File: src/hw/rtl/ahcd_pkg.sv
// Shared constants, types and decode functions of the ASCII hex command decoder.
`default_nettype none
package ahcd_pkg;

	localparam int unsigned BYTE_W = 8;
	localparam int unsigned CMD_W  = 4;
	localparam int unsigned DIG_W  = 3;
	localparam int unsigned ARG_N  = 3;
	localparam int unsigned IDX_W  = 2;
	localparam int unsigned CFG_IDX_W = 2;

	// Decoder phases.
	localparam logic [1:0] PH_IDLE   = 2'd0;
	localparam logic [1:0] PH_DIGITS = 2'd1;
	localparam logic [1:0] PH_LF     = 2'd2;

	// Command codes.
	localparam logic [CMD_W-1:0] CMD_V = 4'd0;
	localparam logic [CMD_W-1:0] CMD_D = 4'd1;
	localparam logic [CMD_W-1:0] CMD_T = 4'd2;
	localparam logic [CMD_W-1:0] CMD_G = 4'd3;
	localparam logic [CMD_W-1:0] CMD_S = 4'd4;
	localparam logic [CMD_W-1:0] CMD_R = 4'd5;
	localparam logic [CMD_W-1:0] CMD_WR = 4'd6;
	localparam logic [CMD_W-1:0] CMD_Y = 4'd7;
	localparam logic [CMD_W-1:0] CMD_H = 4'd8;
	localparam logic [CMD_W-1:0] CMD_B = 4'd9;
	localparam logic [CMD_W-1:0] CMD_M = 4'd10;
	localparam logic [CMD_W-1:0] CMD_A = 4'd11;
	localparam logic [CMD_W-1:0] CMD_L = 4'd12;
	localparam logic [CMD_W-1:0] CMD_COUNT = 4'd13;

	// Configuration register indexes.
	localparam logic [CFG_IDX_W-1:0] REG_TEMP_MIN    = 2'd0;
	localparam logic [CFG_IDX_W-1:0] REG_TEMP_MAX    = 2'd1;
	localparam logic [CFG_IDX_W-1:0] REG_CONFIG_SIZE = 2'd2;

	localparam logic [BYTE_W-1:0] TEMP_MIN_RST    = 8'd10;
	localparam logic [BYTE_W-1:0] TEMP_MAX_RST    = 8'd60;
	localparam logic [BYTE_W-1:0] CONFIG_SIZE_RST = 8'd255;

	// Characters.
	localparam logic [BYTE_W-1:0] CH_NUL    = 8'h00;
	localparam logic [BYTE_W-1:0] CH_LF     = 8'h0A;
	localparam logic [BYTE_W-1:0] CH_CR     = 8'h0D;
	localparam logic [BYTE_W-1:0] CH_ZERO   = 8'h30;
	localparam logic [BYTE_W-1:0] CH_NINE   = 8'h39;
	localparam logic [BYTE_W-1:0] CH_LOW_A  = 8'h61;
	localparam logic [BYTE_W-1:0] CH_LOW_F  = 8'h66;

	// Password bytes of the B command.
	localparam logic [BYTE_W-1:0] PASS_HI = 8'h13;
	localparam logic [BYTE_W-1:0] PASS_LO = 8'h24;

	// Largest argument value that L accepts.
	localparam logic [BYTE_W-1:0] L_MAX = 8'd1;

	typedef struct packed {
		logic             hit;
		logic [CMD_W-1:0] code;
	} letter_t;

	function automatic letter_t letter_decode(input logic [BYTE_W-1:0] b);
		letter_t r;
		r.hit  = 1'b1;
		r.code = CMD_V;
		case (b)
			"V": r.code = CMD_V;
			"D": r.code = CMD_D;
			"T": r.code = CMD_T;
			"G": r.code = CMD_G;
			"S": r.code = CMD_S;
			"R": r.code = CMD_R;
			"W": r.code = CMD_WR;
			"Y": r.code = CMD_Y;
			"H": r.code = CMD_H;
			"B": r.code = CMD_B;
			"M": r.code = CMD_M;
			"A": r.code = CMD_A;
			"L": r.code = CMD_L;
			default: r.hit = 1'b0;
		endcase
		return r;
	endfunction

	function automatic logic [DIG_W-1:0] need_digits(input logic [CMD_W-1:0] cmd);
		logic [DIG_W-1:0] n;
		case (cmd)
			CMD_V, CMD_D:                n = 3'd0;
			CMD_S, CMD_B:                n = 3'd4;
			CMD_R, CMD_WR, CMD_Y, CMD_H: n = 3'd6;
			default:                     n = 3'd2;
		endcase
		return n;
	endfunction

endpackage
`default_nettype wire

File: src/hw/rtl/ascii_hex_command_decoder.sv
// The byte that ends a command passes the input register before the result register loads its result.
// The decoder takes one byte per cycle, through the input register and the result register.
// A full result register that is not being read holds the input stage.
// Reset (arst_n low, asynchronous) empties both registers, returns the decoder to idle
// with cleared arguments and loads the register defaults.
`default_nettype none
module ascii_hex_command_decoder (
	input  wire logic                                  clk,
	input  wire logic                                  arst_n,
	input  wire logic                                  in_valid,
	output logic                                       in_ready,
	input  wire logic [ahcd_pkg::BYTE_W-1:0]           rx_byte,
	output logic                                       out_valid,
	input  wire logic                                  out_ready,
	output logic [ahcd_pkg::CMD_W-1:0]                 command,
	output logic [ahcd_pkg::BYTE_W-1:0]                arg_first,
	output logic [ahcd_pkg::BYTE_W-1:0]                arg_second,
	output logic [ahcd_pkg::BYTE_W-1:0]                arg_third,
	output logic                                       malformed,
	output logic                                       act,
	input  wire logic                                  cfg_we,
	input  wire logic [ahcd_pkg::CFG_IDX_W-1:0]        cfg_idx,
	input  wire logic [ahcd_pkg::BYTE_W-1:0]           cfg_wdata
);

	logic                          valid_s1;
	logic [ahcd_pkg::BYTE_W-1:0]   rx_byte_s1;

	logic [ahcd_pkg::BYTE_W-1:0]   temp_min_q, temp_max_q, config_size_q;

	logic [1:0]                    phase_q, phase_d;
	logic [ahcd_pkg::CMD_W-1:0]    cmd_q, cmd_d;
	logic [ahcd_pkg::DIG_W-1:0]    digits_q, digits_d;
	logic [ahcd_pkg::BYTE_W-1:0]   arg_q [ahcd_pkg::ARG_N];
	logic [ahcd_pkg::BYTE_W-1:0]   arg_d [ahcd_pkg::ARG_N];

	logic                          out_valid_q;
	logic [ahcd_pkg::CMD_W-1:0]    res_cmd_q;
	logic [ahcd_pkg::BYTE_W-1:0]   res_arg0_q, res_arg1_q, res_arg2_q;
	logic                          res_bad_q, res_act_q;

	logic                          adv, fire, emit, res_bad, check_ok;
	logic [ahcd_pkg::BYTE_W-1:0]   b;
	logic                          dig_ok;
	logic [3:0]                    dig_val;
	logic [ahcd_pkg::IDX_W-1:0]    idx;
	logic [ahcd_pkg::DIG_W-1:0]    digits_inc;
	ahcd_pkg::letter_t             letter;

	// The input stage moves whenever the result register is free or being emptied.
	assign adv      = !out_valid_q || out_ready;
	assign in_ready = !valid_s1 || adv;
	assign fire     = valid_s1 && adv;

	always_ff @(posedge clk or negedge arst_n) begin
		if (!arst_n) begin
			valid_s1 <= 1'b0;
		end else if (in_ready) begin
			valid_s1 <= in_valid;
		end
	end

	always_ff @(posedge clk) begin
		if (in_valid && in_ready) begin
			rx_byte_s1 <= rx_byte;
		end
	end

	always_ff @(posedge clk or negedge arst_n) begin
		if (!arst_n) begin
			temp_min_q    <= ahcd_pkg::TEMP_MIN_RST;
			temp_max_q    <= ahcd_pkg::TEMP_MAX_RST;
			config_size_q <= ahcd_pkg::CONFIG_SIZE_RST;
		end else if (cfg_we) begin
			case (cfg_idx)
				ahcd_pkg::REG_TEMP_MIN:    temp_min_q    <= cfg_wdata;
				ahcd_pkg::REG_TEMP_MAX:    temp_max_q    <= cfg_wdata;
				ahcd_pkg::REG_CONFIG_SIZE: config_size_q <= cfg_wdata;
				default: ;
			endcase
		end
	end

	always_comb begin
		b = (rx_byte_s1 == ahcd_pkg::CH_CR) ? ahcd_pkg::CH_LF : rx_byte_s1;
		letter = ahcd_pkg::letter_decode(b);

		dig_ok  = 1'b0;
		dig_val = b[3:0];
		if (b >= ahcd_pkg::CH_ZERO && b <= ahcd_pkg::CH_NINE) begin
			dig_ok = 1'b1;
		end else if (b >= ahcd_pkg::CH_LOW_A && b <= ahcd_pkg::CH_LOW_F) begin
			dig_ok  = 1'b1;
			dig_val = b[3:0] + 4'd9;
		end

		// Argument byte index; the top code cannot occur but folds onto the last byte.
		idx = (digits_q[2:1] == 2'd3) ? 2'd2 : digits_q[2:1];
		digits_inc = digits_q + 3'd1;

		case (cmd_q)
			ahcd_pkg::CMD_S: check_ok = arg_q[0] < config_size_q;
			ahcd_pkg::CMD_B: check_ok = (arg_q[0] == ahcd_pkg::PASS_HI) &&
			                            (arg_q[1] == ahcd_pkg::PASS_LO);
			ahcd_pkg::CMD_A: check_ok = ({1'b0, arg_q[0]} + 9'd1 >= {1'b0, temp_min_q}) &&
			                            ({1'b0, arg_q[0]} <= {1'b0, temp_max_q} + 9'd1);
			ahcd_pkg::CMD_L: check_ok = arg_q[0] <= ahcd_pkg::L_MAX;
			default:         check_ok = 1'b1;
		endcase

		phase_d  = phase_q;
		cmd_d    = cmd_q;
		digits_d = digits_q;
		for (int i = 0; i < ahcd_pkg::ARG_N; i++) begin
			arg_d[i] = arg_q[i];
		end
		emit    = 1'b0;
		res_bad = 1'b0;

		if (fire && b != ahcd_pkg::CH_NUL) begin
			case (phase_q)
				ahcd_pkg::PH_DIGITS: begin
					if (!dig_ok) begin
						emit    = 1'b1;
						res_bad = 1'b1;
						phase_d = ahcd_pkg::PH_IDLE;
					end else begin
						if (digits_q[0]) begin
							arg_d[idx] = arg_q[idx] + {4'b0, dig_val};
						end else begin
							arg_d[idx] = {dig_val, 4'b0};
						end
						digits_d = digits_inc;
						if (cmd_q >= ahcd_pkg::CMD_COUNT ||
						    digits_inc >= ahcd_pkg::need_digits(cmd_q)) begin
							phase_d = ahcd_pkg::PH_LF;
						end
					end
				end
				ahcd_pkg::PH_LF: begin
					emit    = 1'b1;
					res_bad = (b != ahcd_pkg::CH_LF);
					phase_d = ahcd_pkg::PH_IDLE;
				end
				default: begin
					// Idle, and the unused phase code behaves the same.
					if (letter.hit) begin
						cmd_d    = letter.code;
						digits_d = '0;
						for (int i = 0; i < ahcd_pkg::ARG_N; i++) begin
							arg_d[i] = '0;
						end
						phase_d = (ahcd_pkg::need_digits(letter.code) == 3'd0) ?
						          ahcd_pkg::PH_LF : ahcd_pkg::PH_DIGITS;
					end
				end
			endcase
		end
	end

	always_ff @(posedge clk or negedge arst_n) begin
		if (!arst_n) begin
			phase_q  <= ahcd_pkg::PH_IDLE;
			cmd_q    <= ahcd_pkg::CMD_V;
			digits_q <= '0;
			for (int i = 0; i < ahcd_pkg::ARG_N; i++) begin
				arg_q[i] <= '0;
			end
		end else if (fire) begin
			phase_q  <= phase_d;
			cmd_q    <= cmd_d;
			digits_q <= digits_d;
			for (int i = 0; i < ahcd_pkg::ARG_N; i++) begin
				arg_q[i] <= arg_d[i];
			end
		end
	end

	always_ff @(posedge clk or negedge arst_n) begin
		if (!arst_n) begin
			out_valid_q <= 1'b0;
		end else if (adv) begin
			out_valid_q <= emit;
		end
	end

	always_ff @(posedge clk) begin
		if (emit) begin
			res_cmd_q  <= cmd_q;
			res_arg0_q <= arg_q[0];
			res_arg1_q <= arg_q[1];
			res_arg2_q <= arg_q[2];
			res_bad_q  <= res_bad;
			res_act_q  <= !res_bad && check_ok;
		end
	end

	assign out_valid  = out_valid_q;
	assign command    = res_cmd_q;
	assign arg_first  = res_arg0_q;
	assign arg_second = res_arg1_q;
	assign arg_third  = res_arg2_q;
	assign malformed  = res_bad_q;
	assign act        = res_act_q;

endmodule
`default_nettype wire

File: config.mk
export PLATFORM = sky130hd
export DESIGN_NAME = ascii_hex_command_decoder
export DESIGN_NICKNAME = d
export VERILOG_FILES = /design/src/hw/rtl/ahcd_pkg.sv /design/src/hw/rtl/ascii_hex_command_decoder.sv
export SDC_FILE = /design/constraint.sdc
export NUM_CORES = 1
export LEC_CHECK = 0
export BUFFER_PORTS_ARGS = -buffer_cell sky130_fd_sc_hd__buf_2
export CORE_MARGIN = 8
export CORE_UTILIZATION = 42
export DETAILED_ROUTE_END_ITERATION = 16
export PLACE_DENSITY = 0.67
export SLEW_MARGIN = 20
export SYNTH_ARGS = -nofsm -noshare
export SYNTH_HDL_FRONTEND = slang
export SYNTH_SLANG_ARGS = --single-unit
export TNS_END_PERCENT = 10
File: constraint.sdc
create_clock -name clk -period 6.66 [get_ports clk]
set_input_delay 0.333 -clock clk [delete_from_list [all_inputs] [get_ports clk]]
set_output_delay 0.333 -clock clk [all_outputs]
set_load 0.1 [all_outputs]
### Yosys cells after proc, flatten, opt, wreduce, memory -nomap -nowiden

Memory sizes are Yosys's and may differ from the RTL's.
Index checks and enable logic that the tools add are counted.

* bits in read-only memories: 64
* bits of input ports: 23
* bits in registers: 97
* memories: 2
* output and inout port bits: 32
* word-level logic and storage cells: 135

* $add $sub $neg: 5
* reduce and logical (&&, ||, !) cells: 28
* $lt $le $gt $ge: 12
* equality and inequality tests: 28
* muxes and demuxes: 39
* bitwise logic cells: 3

Memories
* (name not given): words 16, width 2, rd ports 1, clocked after memory_dff 0, write ports 0, RTL line ahcd_pkg.sv:88 `case (cmd)`
* (name not given): words 16, width 2, rd ports 1, clocked after memory_dff 0, write ports 0, RTL line ahcd_pkg.sv:88

Operators with widths (count)
* == test 8 x 7 -> 1 bit, second input constant: 13
* two-way mux 24 bit: 3
* bitwise mux 24 bit: 2
* one-hot mux 24 bit (2 select lines): 1
* one-hot mux 4 bit (12 select lines): 1
* two-way mux 8 bit: 4
* two-way mux 3 bit: 8
* adder 8 x 1 -> 9 bit, second input constant: 2
* binary-select mux 8 bit (select 2 bit): 1
* demux 8 bit (select 2 bit): 1
* OR reduction 13 bit: 1
* == test 4 bit, second input constant: 3
* two-way mux 2 bit: 5
* >= comparator 9 x 8 -> 1 bit: 1
* <= comparator 8 x 9 -> 1 bit: 1
* logical AND 1 bit: 9
* adder 8 x 4 -> 8 bit: 1
* == test 8 x 4 -> 1 bit, second input constant: 1
* == test 8 x 5 -> 1 bit, second input constant: 1
* == test 8 x 6 -> 1 bit, second input constant: 1
* >= comparator 8 x 6 -> 1 bit, second input constant: 1
* >= comparator 8 x 7 -> 1 bit, second input constant: 1
* <= comparator 8 x 1 -> 1 bit, second input constant: 1
* <= comparator 8 x 6 -> 1 bit, second input constant: 1
* other kinds (33): 51

### Longest topological paths before layout

* depth after elaboration: 14
* gate-level depth with buffers: 16
* mapped depth without buffers: 16

### Worst setup path before layout

OpenSTA, ideal clock, no wires.

* kind: register to register
* start point: register rx_byte_s1[5] (netlist name)
* end point: register res_act_q, in the netlist act, enable pin
* slack: 1427 ps
* library setup time: 455 ps
* stages on the path, launching flop included: 11
* arrival time: 4778 ps
* buffers on the path: 1
* period minus slack after synthesis: 5233 ps
* cells stage by stage: edfxtp_1 > or4_1 > or2_2 > o21ai_1 > inv_1 > ha_1 > or3_4 > a32oi_2 > buf_6 > a21oi_1 > nor3_1

* word-level cells in the longest chain between the ends: 9

Ends and longest elaborated chain
* from (decl): RTL line ascii_hex_command_decoder.sv:27 `logic [ahcd_pkg::BYTE_W-1:0] rx_byte_s1;`
* from (signal assigned): RTL line ascii_hex_command_decoder.sv:65 `rx_byte_s1 <= rx_byte;`
* == test 8 x 4 -> 1 bit: RTL line ascii_hex_command_decoder.sv:85 `b = (rx_byte_s1 == ahcd_pkg::CH_CR) ? ahcd_pkg::CH_LF : rx_byte_s1;`
* two-way mux 8 bit (*): RTL line ascii_hex_command_decoder.sv:85
* >= comparator 8 x 7 -> 1 bit or <= comparator 8 x 7 -> 1 bit (tied branches): RTL line ascii_hex_command_decoder.sv:92 `end else if (b >= ahcd_pkg::CH_LOW_A && b <= ahcd_pkg::CH_LOW_F) begin`
* logical AND 1 bit: RTL line ascii_hex_command_decoder.sv:92
* two-way mux 1 bit: RTL line ascii_hex_command_decoder.sv:92
* two-way mux 1 bit: RTL line ascii_hex_command_decoder.sv:90 `if (b >= ahcd_pkg::CH_ZERO && b <= ahcd_pkg::CH_NINE) begin`
* two-way mux 1 bit: RTL line ascii_hex_command_decoder.sv:123 `if (!dig_ok) begin`
* one-hot mux 1 bit (2 select lines): RTL line ascii_hex_command_decoder.sv:121 `case (phase_q)`
* two-way mux 1 bit (*): RTL line ascii_hex_command_decoder.sv:120 `if (fire && b != ahcd_pkg::CH_NUL) begin`
* via emit: RTL line ascii_hex_command_decoder.sv:42 `logic adv, fire, emit, res_bad, check_ok;`
* to (signal assigned): RTL line ascii_hex_command_decoder.sv:194 `res_act_q <= !res_bad && check_ok;`
* to (decl): RTL line ascii_hex_command_decoder.sv:40 `logic res_bad_q, res_act_q;`

Mark *: on every way through the listed nets, which the timed path passes. The rest lies on a longest branch.
A chain may end at the register's enable or synchronous reset.

### Worst setup path after layout

* start point: register rx_byte_s1[4] (netlist name)
* end point: register arg_q[23] (netlist name)

* word-level cells in the longest chain between the ends: 11

Ends and longest elaborated chain
* == test 8 x 4 -> 1 bit: RTL line ascii_hex_command_decoder.sv:85
* two-way mux 8 bit (*): RTL line ascii_hex_command_decoder.sv:85
* >= comparator 8 x 7 -> 1 bit or <= comparator 8 x 7 -> 1 bit (tied branches): RTL line ascii_hex_command_decoder.sv:92
* logical AND 1 bit: RTL line ascii_hex_command_decoder.sv:92
* two-way mux 4 bit: RTL line ascii_hex_command_decoder.sv:92
* two-way mux 4 bit: RTL line ascii_hex_command_decoder.sv:90
* adder 8 x 4 -> 8 bit: RTL line ascii_hex_command_decoder.sv:129 `arg_d[idx] = arg_q[idx] + {4'b0, dig_val};`
* bitwise mux 24 bit: RTL line ascii_hex_command_decoder.sv:129
* two-way mux 24 bit: RTL line ascii_hex_command_decoder.sv:128 `if (digits_q[0]) begin`
* two-way mux 24 bit: RTL line ascii_hex_command_decoder.sv:123
* one-hot mux 24 bit (2 select lines): RTL line ascii_hex_command_decoder.sv:121
* to (signal, indexed assignment): RTL line ascii_hex_command_decoder.sv:174 `arg_q[i] <= arg_d[i];`
* to (decl): RTL line ascii_hex_command_decoder.sv:34 `logic [ahcd_pkg::BYTE_W-1:0] arg_q [ahcd_pkg::ARG_N];`

Every way passes the cells marked *; elsewhere a longest branch is shown, timed or not. The select of a mux whose other input is x is not followed.

==> results.ini <==
[clock_tree]
clkLatencyLatePin_ns = 0.36
postCtsSetupBuffers = 0
cts_made_buffers = 9
ctsResizeCount = 0
hold_buffers = 0
cts_max_level = 3
cts_sinks = 97
cts_tree = yes
cts-root-buf = clkbuf_16
clkTransAtPathRegs_ns = 0.07
clock_path_buffers = 2

[min_path]
hp-class = in -> async

[timing]
hold_viol_final = 0
hold_slack_ns = 0.137
finClkSkew_ns = 0.00775
relSlewSlack_pct = 44.5
fmax_mhz = 206
worst_pin_slew_ns = 0.831
layout_min_cycle_time_ns = 4.85
rsz0062_at_grt = no
fin_tns_setup_ns = 0
setup_viol = 0
drv_slew = 0
finalCritPeriodShare_pct = 72.8

[place]
place.gp.congestion = 0.847
port_buffers = 54
dp_hpwl_um = 9560

[detailed_routing]
ant_nets = 0
totalWireLength_um = 13000
vias = 4157
drtIter0Drc = 348
first_pass_iters = 5
drcViolationCount = 0
routedWlPerCell_um = 17.4
vias_per_cell = 5.56

[synthesis]
synth_async_sr_flop_share_pct = 60.8
synthCells = 518
synth_enable_flop_cells = 38
synth_nets = 580
yosysUniqueCellTypes = 67
synth_top_flop_cell = dfrtp_1
syn_area_per_cell_um2 = 10.8
yosysWarnings = 0
ys_ff_latch = 97
ys_seq_area_share_pct = 47.2
synth_area_mm2 = 0.00558

[setup_path]
reg2reg_to = arg_q[23]
crit_required_ns = 6.95
crit_arrival_ns = 5.13
critPathMaxFanout = 13
reg2reg_from = rx_byte_s1[4]
cp-start-kind = flip-flop
r2r_slack_ns = 1.81
crit_type = reg -> reg
rr_worst_depth = 15
crit_path_end_kind = flip-flop

[grt]
grt_overflow = 0
grt_first_pass_wirelength_um = 21800
grt_usage_pct = 15.6
grt_pass1_vias = 4230
antenna_found_initial = 0
grt_max_degree = 60

[die]
core_mm2 = 0.0131
die_x_um = 131
initial_utilization_pct = 42.5
die_area_mm2 = 0.0172
placementRows = 42
ioPinCount = 55
die_y_um = 131

[power_and_ir_drop]
p_leak_nw = 2.62
vdd_drop_max_mv = 0.217
powerDensity_mw_per_mm2 = 330

[job]
max_cap_viol_count = 0

[run_status]
status = finished, final reports clean

[final_layout]
antenna_cells = 0
drive_above_1_share_pct = 21.0
syn2layout_area_growth_pct = 13.1
final_core_util_pct = 48.1
nets = 629

[flip-flops by register name, indices dropped and copies added, names as in the netlist]
register and flops:
config_size_q 8, malformed 1, arg_first 8, temp_max_q 8
arg_third 8, valid_s1 1, phase_q 2, cmd_q 4
digits_q 3, arg_second 8, rx_byte_s1 8, temp_min_q 8
act 1, command 4, out_valid 1, arg_q 24
[critical path, cell delays in order (launching register included)]
cell and delay, ns:
edfxtp_1 0.56, or4_1 0.65, or2_2 0.33, o21ai_1 0.26, inv_1 0.08, ha_1 0.28
or3_4 0.43, nand3_1 0.17, mux2i_1 0.46, ha_1 0.33, a211o_1 0.28, a21o_1 0.20
and4_1 0.19, a211oi_1 0.28, nand3b_1 0.14, o2bb2ai_1 0.14
[cell usage after synthesis (14+ instances only)]
cell | number | area share (%)
edfxtp_1 | 38 | 20
clkbuf_1 | 16 | 1.1
o2bb2ai_1 | 17 | 2.7
dfstp_2 | 14 | 6.6
ha_1 | 38 | 8.5
o21ai_0 | 37 | 3.3
nor2_1 | 15 | 1.0
inv_1 | 26 | 1.7
nand3_1 | 17 | 1.5
mux2i_1 | 17 | 3.0
mux2_2 | 19 | 3.8
dfrtp_1 | 45 | 20
nand2_1 | 49 | 3.3
[area by class of cell]
| class | instances | area [µm²] |
|---|---|---|
| Fill cell | 1266 | 6820 |
| Tap cell | 176 | 220 |
| Clock buffer | 9 | 225 |
| Timing Repair Buffer | 59 | 308 |
| Clock inverter | 7 | 66.3 |
| Multi-Input combinational cell | 373 | 2760 |
| Sequential cell | 97 | 2640 |
| Inverter | 27 | 101 |
[through the flow]
step | cell area [µm²] | instances | setup slack, ns | power (W)
floorplan | 5580 | 518 | 1.43 | 0.00142
CTS | 6310 | 748 | 1.83 | 0.00209
detailed placement | 6020 | 732 | 1.86 | 0.00159
finish | 6310 | 748 | 1.81 | 0.00208
global route | 6310 | 748 | 1.56 | 0.00219
global placement | 6020 | 732 | 2.01 | 0.00157
[cells in the final DEF, fill, tap and decap left out, types with 5 or more instances in the layout]
cell,instances
edfxtp_1,38
nor3b_1,5
a21oi_1,12
a211oi_1,5
clkbuf_16,9
mux2_2,19
nor2_1,15
a21o_1,12
xnor2_1,9
nand2b_1,10
a31oi_1,6
nor2b_1,8
xor2_1,10
o21ai_0,37
nand2_1,49
dfstp_2,14
inv_1,26
ha_1,38
dfrtp_1,45
buf_2,54
buf_4,5
nand3_1,17
o2bb2ai_1,17
nor3_1,11
mux2i_1,17
nand4_1,7
o211ai_1,5
[worst max path at each step]
stage	startpoint	to	slack, ns	cells after the start
final	rx_byte_s1[4]	arg_q[23]	1.81	15
after global routing	rx_byte_s1[4]	arg_q[23]	1.56	15
after CTS	rx_byte_s1[4]	arg_q[23]	1.83	15
after detailed placement	rx_byte_s1[4]	arg_q[15]	1.86	15
after global placement	rx_byte_s1[4]	arg_q[23]	2.01	15
after floorplan	rx_byte_s1[5]	act	1.43	10
[layer usage]
layer	vias up	track usage, %	wire [µm]
met1	2014	20.7	6190
li1	2030	-	-
met3	14	3.77	636
met4	0	5.55	200
met2	99	24.2	5990
met5	-	0	0
[power by group]
part           switching, W  internal [W]
Sequential        0.0000995      0.000750
Clock              0.000241      0.000261
Combinational      0.000535      0.000196
Total              0.000876       0.00121
[cell families (layout without fill, tap and decap cells)]
family | Yosys count | in the layout | synth area share [%]
buf+inv | 48 | 102 | 3.50
compound gates | 131 | 131 | 16.7
flops | 97 | 97 | 47.2
xor+xnor | 19 | 19 | 2.98
mux | 37 | 37 | 7.08
simple gates | 147 | 147 | 13.6
fa+ha+maj | 39 | 39 | 8.88
No activity file was read; power rests on OpenSTA's default activity.
